==> src/hw/rtl/rri_pkg.sv <==
// ----------------------------------------------------------------------------
// rri_pkg
// Shared types and constants of the RTCP report interval pipeline.
// ----------------------------------------------------------------------------
`default_nettype none
package rri_pkg;

  localparam int unsigned FRACTION_BITS_DEF = 16;

  localparam int unsigned CNT_W   = 16;  // member / sender / size fields
  localparam int unsigned SHARE_W = 17;  // Q0.16 share, one included
  localparam int unsigned BPS_W   = 32;  // bandwidth and minimum registers
  localparam int unsigned BWQ_W   = 48;  // bandwidth in Q.16
  localparam int unsigned SN_W    = 32;  // size times count
  localparam int unsigned NS_W    = 30;  // width of one second in ns
  localparam int unsigned X_W     = 62;  // size * count * 1e9
  localparam int unsigned MIN_W   = 42;  // minimum interval in ns
  localparam int unsigned IV_W    = 63;  // result width

  localparam logic [SHARE_W-1:0] SHARE_ONE       = 17'd65536;
  localparam logic [CNT_W-1:0]   BYE_MIN_MEMBERS = 16'd50;
  localparam logic [NS_W-1:0]    NS_PER_SEC      = 30'd1000000000;
  localparam logic [9:0]         NS_PER_US       = 10'd1000;
  localparam logic [9:0]         NS_PER_US_HALF  = 10'd500;
  localparam logic [BPS_W-1:0]   MIN_US_RST      = 32'd5000000;
  localparam logic [SHARE_W-1:0] SHARE_RST       = 17'd16384;

  typedef enum logic [1:0] {
    REG_RTCP_BPS     = 2'd0,
    REG_SENDER_SHARE = 2'd1,
    REG_MIN_INTERVAL = 2'd2
  } rri_reg_t;

  typedef struct packed {
    logic no_rtcp;   // effective bandwidth too small
    logic bye_zero;  // small BYE session, result is zero
  } rri_ctl_t;

endpackage
`default_nettype wire

==> src/hw/rtl/rri_div_step.sv <==
// ----------------------------------------------------------------------------
// rri_div_step
// One registered restoring-division step: one quotient bit per stage.
// ----------------------------------------------------------------------------
`default_nettype none
module rri_div_step import rri_pkg::*; #(
  parameter int unsigned FRACTION_BITS = FRACTION_BITS_DEF,
  localparam int unsigned BWW = 32 + FRACTION_BITS,
  localparam int unsigned DW  = X_W + FRACTION_BITS
) (
  input  wire logic             clk,
  input  wire logic             rst_n,
  input  wire logic             en,
  input  wire logic             vld_i,
  input  wire rri_ctl_t         ctl_i,
  input  wire logic [BWW-1:0]   rem_i,
  input  wire logic [DW-1:0]    dvd_i,
  input  wire logic [IV_W-1:0]  quo_i,
  input  wire logic             over_i,
  input  wire logic [BWW-1:0]   dsr_i,
  input  wire logic [MIN_W-1:0] min_i,
  output logic                  vld_o,
  output rri_ctl_t              ctl_o,
  output logic [BWW-1:0]        rem_o,
  output logic [DW-1:0]         dvd_o,
  output logic [IV_W-1:0]       quo_o,
  output logic                  over_o,
  output logic [BWW-1:0]        dsr_o,
  output logic [MIN_W-1:0]      min_o
);

  logic [BWW:0]   trial, diff;
  logic           ge;

  assign trial = {rem_i, dvd_i[DW-1]};
  assign ge    = trial >= {1'b0, dsr_i};
  assign diff  = trial - {1'b0, dsr_i};

  always_ff @(posedge clk) begin
    if (!rst_n) begin
      vld_o <= 1'b0;
    end else if (en) begin
      vld_o <= vld_i;
    end
  end

  always_ff @(posedge clk) begin
    if (en) begin
      ctl_o  <= ctl_i;
      rem_o  <= ge ? diff[BWW-1:0] : trial[BWW-1:0];
      dvd_o  <= {dvd_i[DW-2:0], 1'b0};
      quo_o  <= {quo_i[IV_W-2:0], ge};
      over_o <= over_i | quo_i[IV_W-1];  // a bit shifted out means saturation
      dsr_o  <= dsr_i;
      min_o  <= min_i;
    end
  end

endmodule
`default_nettype wire

==> config.mk <==
export PLATFORM = sky130hd
export DESIGN_NAME = rri_div_step
export DESIGN_NICKNAME = d
export VERILOG_FILES = /design/src/hw/rtl/rri_pkg.sv /design/src/hw/rtl/rri_div_step.sv
export SDC_FILE = /design/constraint.sdc
export NUM_CORES = 1
export LEC_CHECK = 0
export ABC_AREA = 0
export BUFFER_PORTS_ARGS = -buffer_cell sky130_fd_sc_hd__buf_4
export CORE_AREA = 8 8 218 220
export CTS_CLUSTER_SIZE = 20
export DETAILED_ROUTE_END_ITERATION = 16
export DIE_AREA = 0 0 226 228
export PLACE_DENSITY_LB_ADDON = 0.3
export SLEW_MARGIN = 20
export SYNTH_ARGS = -nofsm -noshare
export SYNTH_HDL_FRONTEND = slang
export SYNTH_SLANG_ARGS = --single-unit
==> constraint.sdc <==
create_clock -name clk -period 7.8 [get_ports clk]
set_input_delay 0.78 -clock clk [delete_from_list [all_inputs] [get_ports clk]]
set_output_delay 0.78 -clock clk [all_outputs]
set_load 0.02 [all_outputs]
==> key figures <==
Yosys
  – Synthesized cell area: between 10000 and 15000 sq um
  – Synth cell types: 58
  – Seq cells post-synth: 282
  – Syn_nets: approximately 1200
  – Sequential fraction of the synthesis area: ~70%
  – Yosys warning total: 0
  – Mux cell area share after synthesis: ~1.3%
  – Mapped Cells: 852
  – Synth Area per Inst: approximately 14 sq um
  – Simple-Gate Fraction of Synth Area: under 10%
  – Xor/xnor share of the synthesized area: roughly 3.0%
  – Top_reg_cell synth: edfxtp_1
  – Post-synthesis cell type with the largest combined area: edfxtp_1
  – Top post-synthesis cells by area: edfxtp_1 (70%), ha_1 (4.9%), a21oi_1 (2.9%), a21o_1 (2.5%), nor2_1 (2.2%)
  – Compound-Gate Fraction of Synth Area: 10.5%
  – Post-synth EDFFs: between 200 and 300
  – Share of the synthesized area in the top cell type: between 60% and 70%
  – Main combinational cell family by area after synthesis: compound AO/OA/AOI/OAI gates
  – Adder-cell area share of the yosys netlist: 5.11%
  – Async SR Flop Fraction: 0%

Timing
  – Unrepaired setup endpoints after global routing: false
  – Clock skew: 0 ps
  – Min Clock Period, post-route: around 4200 ps
  – Worst slew pin tran: 1080 ps
  – Fmax: ~0.24 GHz
  – TNS Setup: 0 ps
  – Final WS setup: ~3600 ps
  – Worst rel slew slack: 27.8%
  – Period utilization: between 50 and 60%
  – Final count of pins violating max slew: 0
  – Count of final hold-check violations: 0
  – Hold Worst Slack: about 390 ps
  – Final setup violation count: 0

Place
  – Gpl congestion: about 0.85
  – Placed Area: about 17000 sq um
  – Port bufs: about 570
  – Setup Slack @ Placement: between 2000 and 3000 ps
  – Detailed-placement wirelength estimate: 37.4 mm

Pwr
  – Clock power frac: 33.4%
  – PD cells: around 230 nW/um^2
  – Sequential power share: between 40% and 50%
  – Int Power: between 0.003 and 0.004 W
  – Net Sw Frac: between 20% and 30%
  – Combinational power share: a little over a fifth
  – Design Power: approximately 0.0042 W
  – Sw power: about 0.0011 W
  – Peak VDD IR: 160 uV
  – Leakage power: 7.77 nW

Critical path
  – Worst r2r dst: vld_o$_SDFFE_PN0P_
  – Levels on crit path: 13
  – CP max-delay cell: buf_4
  – CP Launch Type: input pin
  – WP data arrival: 4530 ps
  – Worst path top cell family by delay: compound AO/OA/AOI/OAI gates
  – FF-to-FF path depth: 2
  – Worst r2r src: vld_o$_SDFFE_PN0P_
  – Buf/Inv on CP: 4
  – R2R setup slack: 7210 ps
  – Crit-path cells: buf_4 > inv_1 > ha_1 > nand3_1 > o21bai_1 > a21oi_1 > o21ai_1 > a21oi_1 > a21o_1 > a31oi_4 > clkinv_2 > buf_4 > mux2_4
  – Critical Path Max Stage Delay: ~630 ps
  – CP max FO: 57
  – CP Data Required Time: approximately 8100 ps
  – Crit Path Class: input pin to register
  – CP Capture Type: register

Clock network
  – Post-CTS Setup Bufs: 0
  – CTS max path bufs: 3
  – H-tree levels: 1
  – Reg clk slew, reported paths: roughly 60 ps
  – CTS tree: yes
  – CTS root buffer: clkbuf_16
  – Total CTS buffers: 31
  – Hold_buf cts: 0
  – # clock sinks: approximately 280
  – Post_cts resized: 0
  – Worst skew pair latency: 560 ps

Hold path
  – Worst Hold End: min_o[26]$_DFFE_PP_
  – Hold depth: 1
  – Worst Hold Class: input pin to register
  – Hold_sp: min_i[26]

Detailed routing
  – Initial DRC Count: 549
  – DRT Pass-1 Iters: 5
  – WL/cell: roughly 22 um
  – WL final: roughly 46 mm
  – DRC Markers: 0
  – Vias: 9289
  – ANT nets after route: 0
  – Post-DR vias/cell: ~4.5

Layout
  – Layout cell share with drive strength beyond 1: about 44%
  – Most frequent cells in the layout: buf_4 (570), edfxtp_1 (281), nor2_1 (72)
  – Final design instance area without fill: approximately 18000 sq um
  – Layout net count: between 1500 and 2000
  – Filler cells: about 4200
  – Area Overhead vs Synth: 48.3%
  – Most common cell after layout, fill and taps aside: buf_4

Run
  – Max Cap Viol: 0

GRT
  – First-pass GRT wire length: 64.5 mm
  – Overall global routing resource usage: about 17%
  – Grt ovf: 0
  – Initial antenna violation count: 7
  – Largest net degree at the start of global routing: approximately 140
  – Vias in the first global route: between 9000 and 10000

Floorplanning
  – Core area: between 40000 and 50000 sq um
  – Die X: between 200 and 250 um
  – Io pins: 569
  – Initial Util: around 28%
  – Die area: roughly 52000 sq um
  – Chip Height: 228 um
  – Rows: 77

Status
  – Outcome: completed
==> Yosys cell counts, types with 4 or more instances <==
cell,count
edfxtp_1,281
nor2_1,72
a21oi_1,71
inv_1,55
ha_1,48
nand2_1,44
a21o_1,40
xnor2_1,25
o21ai_0,19
a21oi_2,17
nand4_1,16
xor2_1,16
clkbuf_1,15
nor3_1,13
nand3_1,12
mux2_4,8
nand2b_1,8
buf_6,7
nor2b_1,7
a31oi_1,6
nor4_1,5
o21bai_1,5
a211oi_1,4
and2_1,4
mux2i_1,4
o211ai_1,4
o21a_1,4
==> power groups by stage <==
stage | Clock (W) | Combinational [W] | Sequential, W
floorplan | 0 | 0.000278 | 0.00209
CTS | 0.00146 | 0.000938 | 0.00188
detailed placement | 0 | 0.000935 | 0.00191
global placement | 0 | 0.000930 | 0.00191
global route | 0.00150 | 0.000987 | 0.00189
finish | 0.00141 | 0.000924 | 0.00188
==> cells by family (layout without fill, tap and decap cells) <==
family                   Yosys count  after routing
flip-flops                       282            282
AO/OA/AOI/OAI                    193            193
AND/OR/NAND/NOR                  193            193
buffers and inverters             81            683
adder cells (fa/ha/maj)           49             49
XOR/XNOR                          41             41
multiplexers                      12             12
other                              1              7
==> worst max path at each step <==
stage / start / slack [ps] / endpoint
after floorplan: dsr_i[23] / 4380 / rem_o[24]$_DFFE_PP_
after detailed placement: dsr_i[3] / 2880 / rem_o[24]$_DFFE_PP_
after global placement: dsr_i[3] / 3010 / rem_o[8]$_DFFE_PP_
after global routing: dsr_i[1] / 3350 / rem_o[8]$_DFFE_PP_
after CTS: dsr_i[3] / 3490 / rem_o[8]$_DFFE_PP_
final: dsr_i[3] / 3570 / rem_o[8]$_DFFE_PP_
==> state kept, by name, indices dropped and copies added (netlist names) <==
signal,cells
dsr_o,48
rem_o,48
ctl_o,2
quo_o,63
dvd_o,77
over_o,1
vld_o,1
min_o,42
==> stage by stage <==
step / cells / util (%)
after floorplan: 852 / -
after global placement: 1990 / 38.8
after detailed placement: 1990 / 38.8
after CTS: 2046 / 41.0
after global routing: 2052 / 41.1
final: 2052 / 41.1
==> final cells by class <==
class / instances / area [sq um] / share of cell area [%]
flip-flops and latches: 282 / 8460 / 47.0
repair buffers: 571 / 4290 / 23.9
multi-input cells: 489 / 3320 / 18.4
clock buffers: 42 / 817 / 4.54
well taps: 592 / 741 / 4.12
inverters: 56 / 211 / 1.17
clock inverters: 14 / 146 / 0.813
diodes: 6 / 15.0 / 0.0834
==> metal layers <==
layer	vias up	global-route usage, %	wire length [um]
met3	70	5.68	4330
met1	4489	17.2	16300
li1	4340	-	-
met4	2	6.20	1380
met2	388	30.6	24100
met5	-	0	13
Note: power is estimated with default switching activity, not from simulation.
