<file path="src/hw/rtl/rri_pkg.sv">
// ----------------------------------------------------------------------------
// rri_pkg
// Shared types and constants of the RTCP report interval pipeline.
// ----------------------------------------------------------------------------
`default_nettype none
package rri_pkg;

  localparam int unsigned FRACTION_BITS_DEF = 16;

  localparam int unsigned CNT_W   = 16;  // member / sender / size fields
  localparam int unsigned SHARE_W = 17;  // Q0.16 share, one included
  localparam int unsigned BPS_W   = 32;  // bandwidth and minimum registers
  localparam int unsigned BWQ_W   = 48;  // bandwidth in Q.16
  localparam int unsigned SN_W    = 32;  // size times count
  localparam int unsigned NS_W    = 30;  // width of one second in ns
  localparam int unsigned X_W     = 62;  // size * count * 1e9
  localparam int unsigned MIN_W   = 42;  // minimum interval in ns
  localparam int unsigned IV_W    = 63;  // result width

  localparam logic [SHARE_W-1:0] SHARE_ONE       = 17'd65536;
  localparam logic [CNT_W-1:0]   BYE_MIN_MEMBERS = 16'd50;
  localparam logic [NS_W-1:0]    NS_PER_SEC      = 30'd1000000000;
  localparam logic [9:0]         NS_PER_US       = 10'd1000;
  localparam logic [9:0]         NS_PER_US_HALF  = 10'd500;
  localparam logic [BPS_W-1:0]   MIN_US_RST      = 32'd5000000;
  localparam logic [SHARE_W-1:0] SHARE_RST       = 17'd16384;

  typedef enum logic [1:0] {
    REG_RTCP_BPS     = 2'd0,
    REG_SENDER_SHARE = 2'd1,
    REG_MIN_INTERVAL = 2'd2
  } rri_reg_t;

  typedef struct packed {
    logic no_rtcp;   // effective bandwidth too small
    logic bye_zero;  // small BYE session, result is zero
  } rri_ctl_t;

endpackage
`default_nettype wire

</file>
<file path="src/hw/rtl/rri_prep.sv">
// ----------------------------------------------------------------------------
// rri_prep
// Three front stages: bandwidth split, products, fixed-point divisor and
// the no-bandwidth test.
// ----------------------------------------------------------------------------
`default_nettype none
module rri_prep import rri_pkg::*; #(
  parameter int unsigned FRACTION_BITS = FRACTION_BITS_DEF,
  localparam int unsigned BWW = 32 + FRACTION_BITS
) (
  input  wire logic               clk,
  input  wire logic               rst_n,
  input  wire logic               en,
  input  wire logic               in_vld,
  input  wire logic               req_type,
  input  wire logic [CNT_W-1:0]   member_count,
  input  wire logic [CNT_W-1:0]   sender_count,
  input  wire logic [CNT_W-1:0]   leaving_count,
  input  wire logic [CNT_W-1:0]   avg_packet_bytes,
  input  wire logic               local_sends,
  input  wire logic               first_report,
  input  wire logic [BPS_W-1:0]   bps,
  input  wire logic [SHARE_W-1:0] share,
  input  wire logic [BPS_W-1:0]   min_us,
  output logic                    vld_o,
  output logic [X_W-1:0]          x_o,
  output logic [BWW-1:0]          dsr_o,
  output logic [MIN_W-1:0]        min_o,
  output rri_ctl_t                ctl_o
);

  localparam int unsigned FXW = BWQ_W + FRACTION_BITS;
  localparam logic [BWW-1:0] THR_RPT = BWW'((64'd1 << FRACTION_BITS) / 64'd100000);
  localparam logic [BWW-1:0] THR_BYE = BWW'((64'd1 << FRACTION_BITS) / 64'd10000);

  // stage 1
  logic [SHARE_W-1:0] s_sat, r_sh;
  logic [32:0]        sen_lhs, sen_rhs;
  logic               split;
  logic [SHARE_W-1:0] sh1_nxt;
  logic [CNT_W-1:0]   n1_nxt;
  logic               v1_r, half1_r, bye1_r, zero1_r;
  logic [SHARE_W-1:0] sh1_r;
  logic [CNT_W-1:0]   n1_r, size1_r;

  assign s_sat   = (share > SHARE_ONE) ? SHARE_ONE : share;
  assign r_sh    = SHARE_ONE - s_sat;
  assign sen_lhs = {1'b0, sender_count, 16'd0};
  assign sen_rhs = 33'(member_count) * 33'(s_sat);
  assign split   = sen_lhs <= sen_rhs;

  always_comb begin
    sh1_nxt = SHARE_ONE;
    n1_nxt  = member_count;
    if (req_type) begin
      sh1_nxt = r_sh;
      n1_nxt  = leaving_count;
    end else if (split) begin
      if (local_sends) begin
        sh1_nxt = s_sat;
        n1_nxt  = sender_count;
      end else begin
        sh1_nxt = r_sh;
        n1_nxt  = member_count - sender_count;
      end
    end
  end

  always_ff @(posedge clk) begin
    if (!rst_n) begin
      v1_r <= 1'b0;
    end else if (en) begin
      v1_r <= in_vld;
    end
  end

  always_ff @(posedge clk) begin
    if (en) begin
      sh1_r   <= sh1_nxt;
      n1_r    <= n1_nxt;
      size1_r <= avg_packet_bytes;
      half1_r <= req_type | first_report;
      bye1_r  <= req_type;
      zero1_r <= req_type && (member_count < BYE_MIN_MEMBERS);
    end
  end

  // stage 2
  logic               v2_r, bye2_r, zero2_r;
  logic [BWQ_W-1:0]   bw2_r;
  logic [SN_W-1:0]    sn2_r;
  logic [MIN_W-1:0]   min2_r;
  logic [48:0]        bw_prod;

  assign bw_prod = 49'(bps) * 49'(sh1_r);

  always_ff @(posedge clk) begin
    if (!rst_n) begin
      v2_r <= 1'b0;
    end else if (en) begin
      v2_r <= v1_r;
    end
  end

  always_ff @(posedge clk) begin
    if (en) begin
      bw2_r   <= bw_prod[BWQ_W-1:0];
      sn2_r   <= SN_W'(size1_r) * SN_W'(n1_r);
      min2_r  <= MIN_W'(min_us) * MIN_W'(half1_r ? NS_PER_US_HALF : NS_PER_US);
      bye2_r  <= bye1_r;
      zero2_r <= zero1_r;
    end
  end

  // stage 3
  logic [FXW-1:0] bw_wide;
  logic [BWW-1:0] bw_fx;
  logic           v3_r;

  assign bw_wide = (FXW'(bw2_r) << FRACTION_BITS) >> 16;
  assign bw_fx   = bw_wide[BWW-1:0];

  always_ff @(posedge clk) begin
    if (!rst_n) begin
      v3_r <= 1'b0;
    end else if (en) begin
      v3_r <= v2_r;
    end
  end

  always_ff @(posedge clk) begin
    if (en) begin
      x_o           <= X_W'(sn2_r) * X_W'(NS_PER_SEC);
      dsr_o         <= bw_fx;
      min_o         <= min2_r;
      ctl_o.no_rtcp <= bw_fx <= (bye2_r ? THR_BYE : THR_RPT);
      ctl_o.bye_zero <= zero2_r;
    end
  end

  assign vld_o = v3_r;

endmodule
`default_nettype wire

</file>
<file path="config.mk">
export PLATFORM = sky130hd
export DESIGN_NAME = rri_prep
export DESIGN_NICKNAME = d
export VERILOG_FILES = /design/src/hw/rtl/rri_pkg.sv /design/src/hw/rtl/rri_prep.sv
export SDC_FILE = /design/constraint.sdc
export NUM_CORES = 2
export LEC_CHECK = 0
export ABC_CLOCK_PERIOD_IN_PS = 16100
export BUFFER_PORTS_ARGS = -buffer_cell sky130_fd_sc_hd__buf_4
export CORE_UTILIZATION = 48
export DETAILED_ROUTE_END_ITERATION = 16
export GPL_TIMING_DRIVEN = 0
export SLEW_MARGIN = 0
export SYNTH_ARGS = -nofsm -noshare
export SYNTH_HDL_FRONTEND = slang
export SYNTH_SLANG_ARGS = --single-unit
</file>
<file path="constraint.sdc">
create_clock -name clk -period 16.1 [get_ports clk]
set_clock_uncertainty 0.05 [all_clocks]
set_input_delay 3.22 -clock clk [delete_from_list [all_inputs] [get_ports clk]]
set_output_delay 3.22 -clock clk [all_outputs]
set_load 0.02 [all_outputs]
</file>
==> key figures <==
Global route
  • GRT Overall Usage: 0.258
  • Aggregate global routing overflow: 0
  • First-pass GRT wire length: approximately 280000 um
  • Largest net degree at the start of global routing: about 110
  • Initial antenna violation count: 19
  • Vias in the first global route: 50100

Run status
  • Failing checks: max-capacitance violations, max-slew violations
  • Status: complete, but fails checks

Logic synthesis
  • Most frequently used flop master after synthesis: edfxtp_1
  • Yosys reg bits: between 300 and 400
  • Post-synth EDFFs: roughly 320
  • Synthesis Warnings: 0
  • Synth async-reset ratio: 0
  • Synth cell types: 86
  • Synthesized instance count: 6860
  • Sequential area share after synthesis: 0.143
  • Syn_area_per_cell: 9.77 um^2
  • Synthesized area: 67000 um^2

Route
  • Post-route ant nets: 0
  • Final wirelength: 178000 um
  • First drt pass iteration count: 5
  • Vias: 47700
  • Via-to-Cell Ratio: 5.23
  • Starting DRC count in detailed routing: 2839
  • DR DRC count: 0
  • WL per Instance: 19.5 um

Place
  • I/O Buffers: 274
  • Final GP Congestion: about 0.95
  • HPWL after detailed placement: 150000 um

Floorplan
  • Top Ports: around 300
  • Die Y: between 300 and 400 um
  • Site Rows: around 140
  • Starting Density: 0.485
  • DIE AREA: 141000 um^2
  • Die W: 376 um
  • Total core area: roughly 140000 um^2

Critical path
  • R2R Path End: bw2_r[46]
  • Crit path from: share[3]
  • R2r setup slk: 7.01 ns
  • Critical path arrival: 15.59 ns
  • CP Capture Type: register
  • CP most frequent cell: inv_1
  • Worst Path Class, Setup: input port to register
  • CP Capture Point: sh1_r[2]
  • Critical Path Slowest Stage Cell: a211oi_1
  • CP Max Fanout: 10
  • Worst path required time: 16.35 ns
  • R2R depth: 23
  • Slowest Stage Delay on Critical Path: 0.78 ns
  • Worst reg2reg startpoint: sh1_r[8]
  • Startpoint Class: input port

Final layout
  • Final core utilization: 0.529
  • Layout Nets: about 9400
  • Share of layout cells above drive strength 1: 0.0542
  • Area growth, synth to finish: 8.91%

STA
  • Max-slew headroom: -0.00317
  • Peak Freq: 65.2 MHz
  • Final TNS setup: 0 ns
  • Fin. Hold Viols: 0
  • Final setup fails: 0
  • Actual slew at the worst max-slew pin: 1.49 ns
  • Final min period: 15.34 ns
  • Unrepaired setup endpoints after global routing: no
  • Worst Hold Margin: 0.362 ns
  • Slew Limit Fails: 1
  • Period Utilization, post-route: 0.953

Clock network
  • H-tree levels: 2
  • Setup Buffers After CTS: 0
  • Clock transition at path regs: 0.06 ns
  • Clock tree root buffer cell: clkbuf_16
  • Post-CTS sizing: 0
  • CTS buffer count: 42
  • TritonCTS clock tree: built
  • Worst-skew pair later-pin latency: 0.66 ns
  • Clk buf depth: 3
  • # hold bufs at CTS: 0
  • Clock sink total: 320

Min path
  • Worst min path class: register to register
  • Hold depth: 0

Flow run
  • Max-Cap Viols: 1
==> Yosys cell counts (23+ instances only) <==
cell type | n | area [um^2]
ha_1 | 717 | 8970
nand2_1 | 820 | 3080
and2_1 | 379 | 2370
xor2_1 | 64 | 561
nand4_1 | 26 | 163
edfxtp_1 | 317 | 9520
nor4_1 | 25 | 156
nor2b_1 | 78 | 488
o21a_1 | 29 | 218
o21ai_0 | 101 | 505
o21bai_1 | 28 | 210
a31oi_1 | 23 | 144
nand2b_1 | 33 | 206
a21o_1 | 98 | 736
nor2_1 | 161 | 604
and3_1 | 57 | 357
clkbuf_1 | 235 | 882
o21ai_1 | 30 | 150
nor3_1 | 35 | 175
a211oi_1 | 28 | 210
fa_1 | 1344 | 26900
inv_1 | 1657 | 6220
nand3_1 | 46 | 230
xnor2_1 | 115 | 1010
a21oi_1 | 184 | 921
==> cell type report <==
type	count	area (um^2)
Multi-Input combinational cell	4664	50300
Clock buffer	47	1070
Tap cell	1863	2330
Sequential cell	320	9580
Timing Repair Buffer	277	2120
Buffer	258	1050
Inverter	1658	6220
Antenna cell	4	10.0
Fill cell	12800	65000
Clock inverter	25	274
==> cell usage in the layout, fill, tap and decap left out, drive strengths merged, types with 8 or more instances in the layout <==
cell / synthesis / routed
a31oi: 24 / 24
nor2b: 78 / 78
o2111ai: 10 / 10
xnor2: 115 / 115
fa: 1344 / 1344
o21a: 29 / 29
nand4: 26 / 26
edfxtp: 317 / 317
a211oi: 28 / 28
nand3: 47 / 47
clkbuf: 235 / 283
nand2b: 33 / 33
a2111oi: 9 / 9
o31a: 9 / 9
o21bai: 28 / 28
nor3b: 9 / 9
ha: 717 / 717
and3: 57 / 57
clkinv: 0 / 19
o211ai: 11 / 11
nor3: 36 / 36
a21oi: 184 / 184
nand2: 821 / 821
a21o: 98 / 98
o31ai: 9 / 9
nor2: 161 / 161
nor4: 25 / 25
xor2: 64 / 64
o21ai: 131 / 131
and2: 381 / 381
conb: 2 / 42
o221a: 8 / 8
mux2i: 22 / 22
buf: 23 / 299
inv: 1658 / 1660
or2: 17 / 17
or3: 15 / 15
==> worst min path at each step <==
stage / from / to
6_report: min2_r[29] / min_o[29]
4_1_cts: min2_r[31] / min_o[31]
3_5_place_dp: min2_r[21] / min_o[21]
3_3_place_gp: min2_r[20] / min_o[20]
5_1_grt: min2_r[26] / min_o[26]
2_1_floorplan: bye1_r / bye2_r
==> worst max-delay path: cells and delay by family <==
family	cells	cell delay (ns)
buffers and inverters	11	1.68
AO/OA/AOI/OAI	12	3.84
XOR/XNOR	1	0.16
AND/OR/NAND/NOR	12	3.57
adder cells (fa/ha/maj)	8	3.08
==> flip-flops by register name (all words and copies together), names as in the netlist <==
name,cells
dsr_o,48
bw2_r,48
n1_r,16
vld_o,1
bye2_r,1
size1_r,16
half1_r,1
min_o,40
x_o,53
v2_r,1
sh1_r,17
v1_r,1
sn2_r,32
min2_r,40
bye1_r,1
zero1_r,1
ctl_o,2
zero2_r,1
==> per-layer routing <==
layer | vias to the layer above | track usage | share of wire
met4 | 22 | 0.0897 | 0.037
met3 | 302 | 0.0395 | 0.067
met1 | 24200 | 0.351 | 0.42
li1 | 21700 | - | -
met2 | 1458 | 0.422 | 0.47
met5 | - | 0 | 0.00065
==> cells by family after synthesis <==
kind of cell / Yosys count / synth area share
muxes: 23 / 0.00346
xor gates and xnor gates: 179 / 0.0234
AOI/OAI and AO/OA: 636 / 0.0624
buffers and inverters: 1916 / 0.109
DFF: 320 / 0.143
and+or+nand+nor: 1723 / 0.124
other: 2 / 0.000112
adders and majority gates: 2061 / 0.536
==> per-stage QoR <==
stage	setup WS, ns	cell area [um^2]	instances
6_report	0.758	73000	9116
5_1_grt	0.296	73000	9116
4_1_cts	1.14	72900	9111
3_5_place_dp	0.549	71600	9039
3_3_place_gp	0.459	71500	9037
2_1_floorplan	3.47	67100	6900
Power is left out: the tool's default activity adds up to more than one toggle a clock period on the data nets, which glitch-free logic cannot reach.
